[config.mk]
export PLATFORM = sky130hd
export DESIGN_NAME = rank_vector_ring_core
export DESIGN_NICKNAME = d
export VERILOG_FILES = /design/src/rtl/rvr_pkg.sv /design/src/rtl/rvr_ram.sv /design/src/rtl/rank_vector_ring_core.sv
export VERILOG_INCLUDE_DIRS = /design/src /design/src/rtl
export SDC_FILE = /design/constraint.sdc
export NUM_CORES = 1
export LEC_CHECK = 0
export ABC_AREA = 1
export BUFFER_PORTS_ARGS = -buffer_cell sky130_fd_sc_hd__clkbuf_2
export CAP_MARGIN = 20
export CORE_UTILIZATION = 35
export CTS_CLUSTER_DIAMETER = 40
export DETAILED_ROUTE_END_ITERATION = 16
export PLACE_DENSITY = 0.56
export SYNTH_ARGS = -nofsm -noshare
export SYNTH_HDL_FRONTEND = slang
export SYNTH_HIERARCHICAL = 1
export SYNTH_SLANG_ARGS = --single-unit
[constraint.sdc]
create_clock -name clk -period 5.42 [get_ports clk]
set_input_delay 0 -clock clk [delete_from_list [all_inputs] [get_ports clk]]
set_output_delay 0 -clock clk [all_outputs]
set_load 0.1 [all_outputs]
[src/rtl/assert_macros.svh]
// Assertion macros shared by the RTL. Bodies drop out when SYNTH is defined.
`ifndef ASSERT_MACROS_SVH
`define ASSERT_MACROS_SVH

`ifndef SYNTH
// Check a property every clock, skipped while reset is held.
`define RVR_ASSERT(lbl, clk, rst_n, prop, msg) \
  lbl: assert property (@(posedge clk) disable iff (!rst_n) prop) else $error(msg);
// Check a property every clock, reset included.
`define RVR_ASSERT_ALWAYS(lbl, clk, prop, msg) \
  lbl: assert property (@(posedge clk) prop) else $error(msg);
`else
`define RVR_ASSERT(lbl, clk, rst_n, prop, msg)
`define RVR_ASSERT_ALWAYS(lbl, clk, prop, msg)
`endif

`endif

[src/rtl/rvr_pkg.sv]
`default_nettype none

package rvr_pkg;

  // Store geometry
  localparam int DEPTH      = 32;
  localparam int DATA_WIDTH = 32;
  localparam int IDX_W      = (DEPTH > 1) ? $clog2(DEPTH) : 1;
  localparam int CNT_W      = $clog2(DEPTH + 1);

  // Fixed field widths of the ports
  localparam int CMD_W   = 2;
  localparam int RANK_W  = 6;
  localparam int VALUE_W = 32;
  localparam int STAT_W  = 2;
  localparam int FILL_W  = 6;
  localparam int CMP_W   = (CNT_W > RANK_W) ? CNT_W : RANK_W;

  typedef enum logic [CMD_W-1:0] {
    CMD_GET     = 2'd0,
    CMD_REPLACE = 2'd1,
    CMD_INSERT  = 2'd2,
    CMD_REMOVE  = 2'd3
  } cmd_t;

  typedef enum logic [STAT_W-1:0] {
    ST_OK    = 2'd0,
    ST_EMPTY = 2'd1,
    ST_RANGE = 2'd2,
    ST_FULL  = 2'd3
  } status_t;

  typedef enum logic [2:0] {
    S_IDLE,
    S_DEC,
    S_GET,
    S_RD,
    S_WR,
    S_PUT,
    S_DONE
  } state_t;

  // Map a rank to its store slot; front + r stays below twice DEPTH.
  function automatic logic [IDX_W-1:0] slot_of(input logic [IDX_W-1:0] front,
                                              input logic [CNT_W-1:0] r);
    logic [CNT_W:0] sum;
    sum = (CNT_W + 1)'(front) + (CNT_W + 1)'(r);
    if (sum >= (CNT_W + 1)'(DEPTH)) begin
      sum = sum - (CNT_W + 1)'(DEPTH);
    end
    return IDX_W'(sum);
  endfunction

endpackage

`default_nettype wire

[src/rtl/rvr_ram.sv]
`default_nettype none

module rvr_ram #(
  parameter int WIDTH = 32,
  parameter int DEPTH = 32
) (
  input  wire logic                     clk,
  input  wire logic                     we,
  input  wire logic [$clog2(DEPTH)-1:0] waddr,
  input  wire logic [WIDTH-1:0]         wdata,
  input  wire logic [$clog2(DEPTH)-1:0] raddr,
  output logic      [WIDTH-1:0]         rdata
);

  logic [WIDTH-1:0] mem [DEPTH];
  logic [WIDTH-1:0] rdata_r;

  // Write one entry, read one entry into the output register
  always_ff @(posedge clk) begin
    if (we) begin
      mem[waddr] <= wdata;
    end
    rdata_r <= mem[raddr];
  end

  assign rdata = rdata_r;

endmodule

`default_nettype wire

[src/rtl/rank_vector_ring_core.sv]
`default_nettype none

// Rank-indexed vector in a circular store of DEPTH entries. Each transfer on
// the in_ channel runs one command (get, replace, insert, remove) at a rank
// counted from the front element and yields one transfer on the out_ channel
// with the read value, a status, the element count and an empty flag. The
// block takes one command at a time; in_ready is high only while idle. A
// middle insert and a remove short of the last rank move the tail one
// element at a time, a read state then a write state, through the store's
// single read and write ports, with one shared slot adder forming every
// address but the write slot of a front insert, which steps the front back.
// Store contents after reset are undefined but never read before written;
// no clearing pass is needed and commands are taken right after reset.
module rank_vector_ring_core (
  input  wire logic        clk,
  input  wire logic        rst_n,
  input  wire logic        in_valid,
  output logic             in_ready,
  input  wire logic [1:0]  in_cmd,
  input  wire logic [5:0]  in_rank,
  input  wire logic [31:0] in_value,
  output logic             out_valid,
  input  wire logic        out_ready,
  output logic [31:0]      out_read_value,
  output logic [1:0]       out_status,
  output logic [5:0]       out_fill_count,
  output logic             out_is_empty
);
  import rvr_pkg::*;

  `include "assert_macros.svh"

  state_t                  state_r, state_nxt;
  logic [IDX_W-1:0]        front_r, front_nxt;
  logic [CNT_W-1:0]        count_r, count_nxt;
  cmd_t                    cmd_r;
  logic [RANK_W-1:0]       rank_r;
  logic [DATA_WIDTH-1:0]   data_r;
  logic [CNT_W-1:0]        idx_r, idx_nxt;
  logic [DATA_WIDTH-1:0]   rd_r, rd_nxt;
  status_t                 status_r, status_nxt;

  logic                    out_valid_r, out_valid_nxt;
  logic [VALUE_W-1:0]      out_read_value_r;
  logic [STAT_W-1:0]       out_status_r;
  logic [FILL_W-1:0]       out_fill_count_r;
  logic                    out_is_empty_r;
  logic                    out_load;

  // Shared slot adder and store port signals
  logic [CNT_W-1:0]        slot_r_in;
  logic [IDX_W-1:0]        slot_addr;
  logic [IDX_W-1:0]        front_dec;
  logic [CNT_W-1:0]        rank_c;
  logic                    rank_out;
  logic                    ram_we;
  logic                    waddr_front;
  logic [IDX_W-1:0]        ram_waddr;
  logic [DATA_WIDTH-1:0]   ram_wdata;
  logic [DATA_WIDTH-1:0]   ram_rdata;

  assign rank_c    = CNT_W'(rank_r);
  assign rank_out  = CMP_W'(rank_r) >= CMP_W'(count_r);
  assign front_dec = (front_r == '0) ? IDX_W'(DEPTH - 1) : front_r - IDX_W'(1);
  assign slot_addr = slot_of(front_r, slot_r_in);
  assign in_ready  = (state_r == S_IDLE);
  assign out_load  = (state_r == S_DONE) && (!out_valid_r || out_ready);

  // Write at the new front slot for a front insert, else at the adder's slot
  assign ram_waddr = waddr_front ? front_dec : slot_addr;

  rvr_ram #(
    .WIDTH (DATA_WIDTH),
    .DEPTH (DEPTH)
  ) u_store (
    .clk   (clk),
    .we    (ram_we),
    .waddr (ram_waddr),
    .wdata (ram_wdata),
    .raddr (slot_addr),
    .rdata (ram_rdata)
  );

  // Sequencer: next state, store access and bookkeeping
  always_comb begin
    state_nxt   = state_r;
    front_nxt   = front_r;
    count_nxt   = count_r;
    idx_nxt     = idx_r;
    rd_nxt      = rd_r;
    status_nxt  = status_r;
    slot_r_in   = rank_c;
    ram_we      = 1'b0;
    waddr_front = 1'b0;
    ram_wdata   = data_r;

    unique case (state_r)
      S_IDLE: begin
        if (in_valid) begin
          state_nxt = S_DEC;
        end
      end
      S_DEC: begin
        rd_nxt     = '0;
        status_nxt = ST_OK;
        state_nxt  = S_DONE;
        if (cmd_r == CMD_INSERT) begin
          if (count_r >= CNT_W'(DEPTH)) begin
            status_nxt = ST_FULL;
          end else if (rank_r == '0) begin
            // Step the front back and place the value there
            front_nxt   = front_dec;
            ram_we      = 1'b1;
            waddr_front = 1'b1;
            count_nxt   = count_r + CNT_W'(1);
          end else if (rank_out) begin
            // Append after the last element
            slot_r_in = count_r;
            ram_we    = 1'b1;
            count_nxt = count_r + CNT_W'(1);
          end else begin
            idx_nxt   = count_r;
            state_nxt = S_RD;
          end
        end else if (count_r == '0) begin
          status_nxt = ST_EMPTY;
        end else if (rank_out) begin
          status_nxt = ST_RANGE;
        end else begin
          unique case (cmd_r)
            CMD_GET: begin
              state_nxt = S_GET;
            end
            CMD_REPLACE: begin
              ram_we = 1'b1;
            end
            default: begin
              // Remove: shift the tail down unless the rank is the last one
              idx_nxt = rank_c;
              if ((CNT_W + 1)'(rank_c) + (CNT_W + 1)'(1) < (CNT_W + 1)'(count_r)) begin
                state_nxt = S_RD;
              end else begin
                count_nxt = count_r - CNT_W'(1);
              end
            end
          endcase
        end
      end
      S_GET: begin
        rd_nxt    = ram_rdata;
        state_nxt = S_DONE;
      end
      S_RD: begin
        // Fetch the neighbor that moves into slot idx
        if (cmd_r == CMD_INSERT) begin
          slot_r_in = idx_r - CNT_W'(1);
        end else begin
          slot_r_in = idx_r + CNT_W'(1);
        end
        state_nxt = S_WR;
      end
      S_WR: begin
        slot_r_in = idx_r;
        ram_we    = 1'b1;
        ram_wdata = ram_rdata;
        if (cmd_r == CMD_INSERT) begin
          idx_nxt = idx_r - CNT_W'(1);
          if (idx_r - CNT_W'(1) == rank_c) begin
            state_nxt = S_PUT;
          end else begin
            state_nxt = S_RD;
          end
        end else begin
          idx_nxt = idx_r + CNT_W'(1);
          if ((CNT_W + 1)'(idx_r) + (CNT_W + 1)'(2) >= (CNT_W + 1)'(count_r)) begin
            count_nxt = count_r - CNT_W'(1);
            state_nxt = S_DONE;
          end else begin
            state_nxt = S_RD;
          end
        end
      end
      S_PUT: begin
        // Drop the new value into the opened slot
        ram_we    = 1'b1;
        count_nxt = count_r + CNT_W'(1);
        state_nxt = S_DONE;
      end
      S_DONE: begin
        if (out_load) begin
          state_nxt = S_IDLE;
        end
      end
      default: begin
        state_nxt = S_IDLE;
      end
    endcase
  end

  // Control registers
  always_ff @(posedge clk) begin
    if (!rst_n) begin
      state_r     <= S_IDLE;
      front_r     <= '0;
      count_r     <= '0;
      out_valid_r <= 1'b0;
    end else begin
      state_r     <= state_nxt;
      front_r     <= front_nxt;
      count_r     <= count_nxt;
      out_valid_r <= out_valid_nxt;
    end
  end

  // Hold the result until the out_ transfer, then accept the next one
  always_comb begin
    out_valid_nxt = out_valid_r;
    if (out_load) begin
      out_valid_nxt = 1'b1;
    end else if (out_ready) begin
      out_valid_nxt = 1'b0;
    end
  end

  // Payload registers
  always_ff @(posedge clk) begin
    if (in_valid && in_ready) begin
      cmd_r  <= cmd_t'(in_cmd);
      rank_r <= in_rank;
      data_r <= DATA_WIDTH'(in_value);
    end
    idx_r    <= idx_nxt;
    rd_r     <= rd_nxt;
    status_r <= status_nxt;
    if (out_load) begin
      out_read_value_r <= VALUE_W'(rd_r);
      out_status_r     <= status_r;
      out_fill_count_r <= FILL_W'(count_r);
      out_is_empty_r   <= (count_r == '0);
    end
  end

  assign out_valid      = out_valid_r;
  assign out_read_value = out_read_value_r;
  assign out_status     = out_status_r;
  assign out_fill_count = out_fill_count_r;
  assign out_is_empty   = out_is_empty_r;

  `RVR_ASSERT(a_count_bound, clk, rst_n, count_r <= CNT_W'(DEPTH), "count above store depth")
  `RVR_ASSERT(a_result_src, clk, rst_n, (out_valid_r && !$past(out_valid_r)) |-> $past(state_r == S_DONE), "result raised outside done state")
  `RVR_ASSERT(a_count_step, clk, rst_n, (count_r != $past(count_r)) |-> ($past(state_r == S_DEC) || $past(state_r == S_WR) || $past(state_r == S_PUT)), "count changed outside an update step")
  `RVR_ASSERT(a_front_step, clk, rst_n, (front_r != $past(front_r)) |-> ($past(state_r == S_DEC) && $past(cmd_r == CMD_INSERT)), "front moved outside a front insert")

endmodule

`default_nettype wire

==> results of run 1 <==
[repair_timing]
action                                 CTS  global route
buffers inserted                         0             0
endpoints found under the hold margin   71             0
hold buffers                            81             0
[worst max-delay path: cells and delay by family (launching register included)]
family	cells	cell delay, ps
flops	1	430
fa+ha+maj	3	1010
compound gates	2	410
simple gates	10	1560
buf+inv	5	700
xor+xnor	1	180
[worst paths after layout]
kind,start,end,cells after the start
max,count_r[5],u_store/mem[30][25],21
min reg2reg,rd_r[13],out_read_value[13],0
min,in_rank[1],rank_c[1],2
max reg2reg,count_r[5],u_store/mem[30][25],21
[per-stage QoR]
| step | setup WS, ps | instance area [µm²] |
|---|---|---|
| 5_1_grt | 479 | 59200 |
| 4_1_cts | 845 | 59100 |
| 3_3_place_gp | 796 | 52900 |
| 2_1_floorplan | 488 | 49300 |
| 6_report | 777 | 59200 |
| 3_5_place_dp | 852 | 52900 |
[layout make-up]
class	instances	area share, %
well taps	1876	3.96
clock buffers	172	6.82
diodes	3	0.0127
inverters	108	0.735
repair buffers	318	5.22
multi-input cells	2711	21.3
clock inverters	107	2.29
flip-flops and latches	1192	59.7
[state kept, by name (all words and copies together) (netlist names), 2 cells and up]
signal	count
cmd_r	2
rd_r	32
out_read_value	32
idx_r	6
out_fill_count	6
u_store/mem	1024
status_r	2
front_r	5
u_store/rdata	32
out_status	2
rank_c	6
state_r	3
count_r	6
data_r	32
[cells in the final DEF, fill, tap and decap left out, drive strengths merged, types with 33 or more instances in the layout]
master / count
dlygate4sd3: 81
o21ai: 56
edfxtp: 1145
nand3: 809
buf: 151
nand2: 1591
clkbuf: 258
nor2: 118
dfxtp: 47
ha: 33
clkinv: 51
inv: 123
[routing by layer]
| layer | routed length (µm) | GRT usage (%) | vias up |
|---|---|---|---|
| met5 | 0 | 0 | - |
| met4 | 4540 | 7.22 | 0 |
| met3 | 9020 | 3.20 | 252 |
| met2 | 67100 | 32.0 | 1145 |
| met1 | 61000 | 27.2 | 16100 |
| li1 | - | - | 15200 |
[where the power goes]
| part | switching (mW) | internal (mW) | leakage, nW |
|---|---|---|---|
| registers | 0.243 | 11.8 | 10.7 |
| clock network | 4.03 | 6.58 | 2.60 |
| logic | 12.8 | 4.34 | 8.59 |
[cell families after synthesis]
kind of cell / count (synthesis) / synth area share [%]
xor gates and xnor gates: 29 / 0.515
buffers and inverters: 348 / 4.16
muxes: 1 / 0.0203
adders and majority gates: 34 / 0.878
AOI/OAI and AO/OA: 104 / 1.13
and+or+nand+nor: 2543 / 21.7
DFF: 1192 / 71.6
==> impl_results.md, run 1 <==
* Max-cap check violation count at 0
* Worst-Skew Late Latency at 770 ps
* Number of cell rows at 137
* YS warnings at 6
* Highest-delay cell along the critical path: fa_4
* H-tree levels at 4
* Worst-margin pin slew at 1130 ps
* DRC at 0
* Final slew viol count at 0
* Dominant cell by count in the synthesized netlist: nand2_1
* CP Max Fanout at 18
* Final min period at roughly 4600 ps
* Cells after Synth at 4251
* Crit share post-route at a little under nine tenths
* VDD IR max at 0.545 mV
* Pwr per Cell Area at ~670 nW/µm²
* Synth top area cells: edfxtp_1 (70%), nand2_1 (12%), nand3_1 (8.2%)
* DIE AREA at 142000 µm²
* WHS at 62.2 ps
* Dpl cells at 6121
* Synth Net Count at 4329
* Via count at 32700
* I/O pin count at 87
* HPWL Detailed at 86200 µm
* Flop-to-flop setup slack at 780 ps
* Worst setup SP type: flip-flop
* CTS tree: built
* Post-synth top area share at 69.7%
* DRT Pass-1 Iters at 5
* Setup violations, final at 0
* Final TNS setup at 0 ps
* Worst setup EP type: flip-flop
* Most common cell on crit path: nand2_1
* Clock Tree Buf Depth at 3
* I/O Buffers at 86
* Status: complete, no violations
* Gpl congestion at 0.863
* Register area share after synthesis at 71.6%
* Register area at 35300 µm²
* Crit path kind: flip-flop to flip-flop
* Slew headroom at 24.7%
* DR WL/cell at 21.8 µm
* Gr ovfl total at 0
* Initial antenna violation count at 3
* 1st-iter DRT viols at 3228
* First-pass GRT wire length at approximately 210000 µm
* Cts repair resizes at 0
* Synthesized area per cell at about 12 µm²
* Leakage at 21.9 nW
* Proportion of layout cells with a drive suffix above 1 at 13.0%
* Root Buffer Master: clkbuf_16
* Largest area contributor in the netlist: edfxtp_1
* Critical Path AT at between 5000 and 6000 ps
* Num Clock Sinks at 1192
* Worst path cell trace: inv_1, ha_1, nand2_1, inv_1, a21oi_1, nand2_1, buf_4, nand3_1, o2111ai_1, ha_4, fa_4, nand3_1, nand2_1, xor2_1, inv_1, nand2_1, nand3_1, nand2_1, nand3_1, nor2_4, buf_4
* Vias/cell at 5.05
* FILL cells at 12800
* Largest net degree at the start of global routing at about 150
* Area of the mapped netlist at 49300 µm²
* Fmax achieved at 0.215 GHz
* Clock skew at approximately 26 ps
* Final core occ at 42.4%
* Non-Filler Instances at about 6500
* Initial Util at a little over a third
* Clk pin slew, worst setup/hold paths at approximately 50 ps
* Top cells by count, synth: nand2_1 (1590), edfxtp_1 (1145), nand3_1 (807), nor2_1 (112), buf_2 (94)
* Multi-input gate area at roughly 13000 µm²
* Endpoints failing hold at 0
* Die X at roughly 380 µm
* Post-synth EDFFs at 1145
* Die height at 377 µm
* Vias in the first global route at 31700
* Hold WC Path Type: input port to flip-flop
* Synth unique cells at between 40 and 50
* Gr usage total at 19.9%
* RSZ-0062 raised after global routing: false
* WL final at between 100000 and 150000 µm
* Nets at 4562
* Critical Path Max Stage Delay at between 400 and 500 ps
* Syn-to-layout area delta at 20.1%
* Flops & latches, synth at roughly 1200
* Most used DFF post-synth: edfxtp_1
* Data required time of the worst path at a little under 6000 ps
* Fraction of registers with async set/reset at 0%
* Design Power at 39.8 mW
* Final antenna-violating net count at 0
* CORE AREA at 140000 µm²
* CTS Buf Count at 153
Power figures use the tool's default switching activity.
==> inputs of run 2 (changes only) <==
--- a/config.mk
+++ b/config.mk
@@ -13,6 +13,7 @@
 export CTS_CLUSTER_DIAMETER = 40
 export DETAILED_ROUTE_END_ITERATION = 16
 export PLACE_DENSITY = 0.56
+export RECOVER_POWER = 100
 export SYNTH_ARGS = -nofsm -noshare
 export SYNTH_HDL_FRONTEND = slang
 export SYNTH_HIERARCHICAL = 1
==> run 2 against run 1 <==
The run now ends with capacitance limit, slew limit left. Register-to-register slack worse by 280 ps. Flip-flop and latch count stayed put. First-iteration DRC count is 1.6% higher. Sequential share of layout area is 0.65 points higher. Final area is 1.1% lower. Routed wire length is 0.17% higher. Largest power group unchanged. Highest routed layer unchanged.
==> impl_results.md, run 2 (synthesis results as in run 1) <==
* Max-cap check violation count at 31
* Largest net degree at the start of global routing at 148
* Largest Register: u_store/mem
* Worst-Skew Late Latency at approximately 770 ps
* VDD IR max at about 0.55 mV
* Worst Slack Setup Final at between 400 and 500 ps
* HPWL Detailed at 86200 µm
* Worst setup EP type: flip-flop
* CTS Buf Count at ~150
* FILL cells at between 10000 and 15000
* Gr ovfl total at 0
* DRT Pass-1 Iters at 5
* Proportion of layout cells with a drive suffix above 1 at about a tenth
* Failing checks: capacitance limit, slew limit
* Initial Util at 35.3%
* Worst-margin pin slew at 2760 ps
* Crit path kind: flip-flop to flip-flop
* Gr usage total at 19.9%
* Non-Filler Instances at roughly 6500
* Multi-input gate area at 12200 µm²
* Vias/cell at slightly above 5
* Status: finished, violations left
* Hold WC Path Type: input port to flip-flop
* Via count at around 33000
* H-tree levels at 4
* First-pass GRT wire length at between 200000 and 250000 µm
* Number of cell rows at 137
* Max FFs per register at 1024
* I/O Buffers at 86
* Register area at 35300 µm²
* RSZ-0062 raised after global routing: false
* Commonest non-fill, non-tap cell in the layout: nand2_1
* DP Worst Slack at 852 ps
* Pwr per Cell Area at slightly below 700 nW/µm²
* CP Max Fanout at 37
* Syn-to-layout area delta at 18.8%
* Worst setup SP type: flip-flop
* Critical Path AT at between 5000 and 6000 ps
* WHS at 151 ps
* Endpoints failing hold at 0
* Leakage at 21.6 nW
* Slew headroom at -83.8%
* I/O pin count at 87
* Initial antenna violation count at 3
* DR WL/cell at around 22 µm
* Clock skew at 25.1 ps
* Placed Area at 52900 µm²
* Vias in the first global route at 31700
* Setup violations, final at 0
* Fmax achieved at 0.203 GHz
* 1st-iter DRT viols at about 3300
* Root Buffer Master: clkbuf_16
* Data required time of the worst path at slightly above 6000 ps
* Die height at 377 µm
* Final antenna-violating net count at 0
* Clock Tree Buf Depth at 3
* Clk pin slew, worst setup/hold paths at 60 ps
* Dpl cells at 6121
* WL final at 142000 µm
* Post-route cell area at ~60000 µm²
* DRC at 0
* Final TNS setup at 0 ps
* CTS tree: built
* Gpl congestion at 0.863
* CORE AREA at 140000 µm²
* Die X at roughly 380 µm
* Most frequent cells in the layout: nand2_1 (1589), edfxtp_1 (1145), nand3_1 (808)
* Cts repair resizes at 0
* Num Clock Sinks at 1192
* Final slew viol count at 896
* DIE AREA at 142000 µm²
* Crit share post-route at 90.9%
* Nets at 4562
* Final min period at 4930 ps
run 2: cell count changes in the layout (fill, tap and decap cells not counted), moves of 4 or more:
cell and delta:
o21ai_2 +13, clkbuf_1 +68, buf_4 -30, nor2_1 +17, clkbuf_2 -35, nor2_4 -17, buf_12 -4, inv_1 +4
o21ai_4 -24, o21ai_0 +9, inv_2 -5
run 2: worst paths after layout:
check / from / endpoint / slack, ps / cells after the start
worst max register to register: count_r[5] / u_store/rdata[28] / 490 / 20
worst min-delay path: in_rank[1] / rank_c[1] / 150 / 2
worst max-delay path: count_r[5] / u_store/rdata[28] / 490 / 20
worst min register to register: rd_r[13] / out_read_value[13] / 410 / 0
run 2: cell type report:
| cell class | instances | area share (%) |
|---|---|---|
| sequential | 1192 | 60.3 |
| inverter | 108 | 0.743 |
| clock inverter | 107 | 2.32 |
| timing repair buffer | 318 | 4.84 |
| tap | 1876 | 4.01 |
| clock buffer | 172 | 6.89 |
| antenna | 1 | 0.00427 |
| multi-input combinational | 2711 | 20.9 |
run 2: through the flow:
stage | power (mW) | util [%]
3_5_place_dp | 29.3 | 37.9
6_report | 39.5 | 41.9
3_3_place_gp | 29.2 | 37.9
5_1_grt | 41.6 | 41.9
2_1_floorplan | 23.0 | -
4_1_cts | 39.9 | 42.3
run 2: timing repair:
action,4_1_cts,5_1_grt
endpoints found under the hold margin,71,0
setup buffers,0,0
hold buffers,81,0
run 2: power breakdown:
group | switching [mW] | internal (mW)
registers | 0.245 | 11.9
clock network | 4.04 | 6.58
logic | 12.6 | 4.15
total | 16.9 | 22.7
run 2: critical path, stage by stage, from the launching register on:
cell,delay (ps)
dfxtp_1,430
inv_1,100
ha_1,310
nand2_1,80
inv_1,40
a21oi_1,200
nand2_1,100
clkbuf_1,210
nand3_1,190
o2111ai_1,200
ha_4,220
fa_1,970
buf_4,580
clkbuf_2,510
nand3_1,120
nand3_1,90
nand2_1,110
nand2_1,80
nand2_1,80
nand2_1,70
nand2_1,60
run 2: per-layer routing:
layer  wire length, µm  up-vias  GRT usage [%]
met5                 0        -              0
met4              4700        0           7.22
met3              9670      245           3.20
met2             66900     1191           32.0
met1             60600    16200           27.2
li1                  -    15200              -
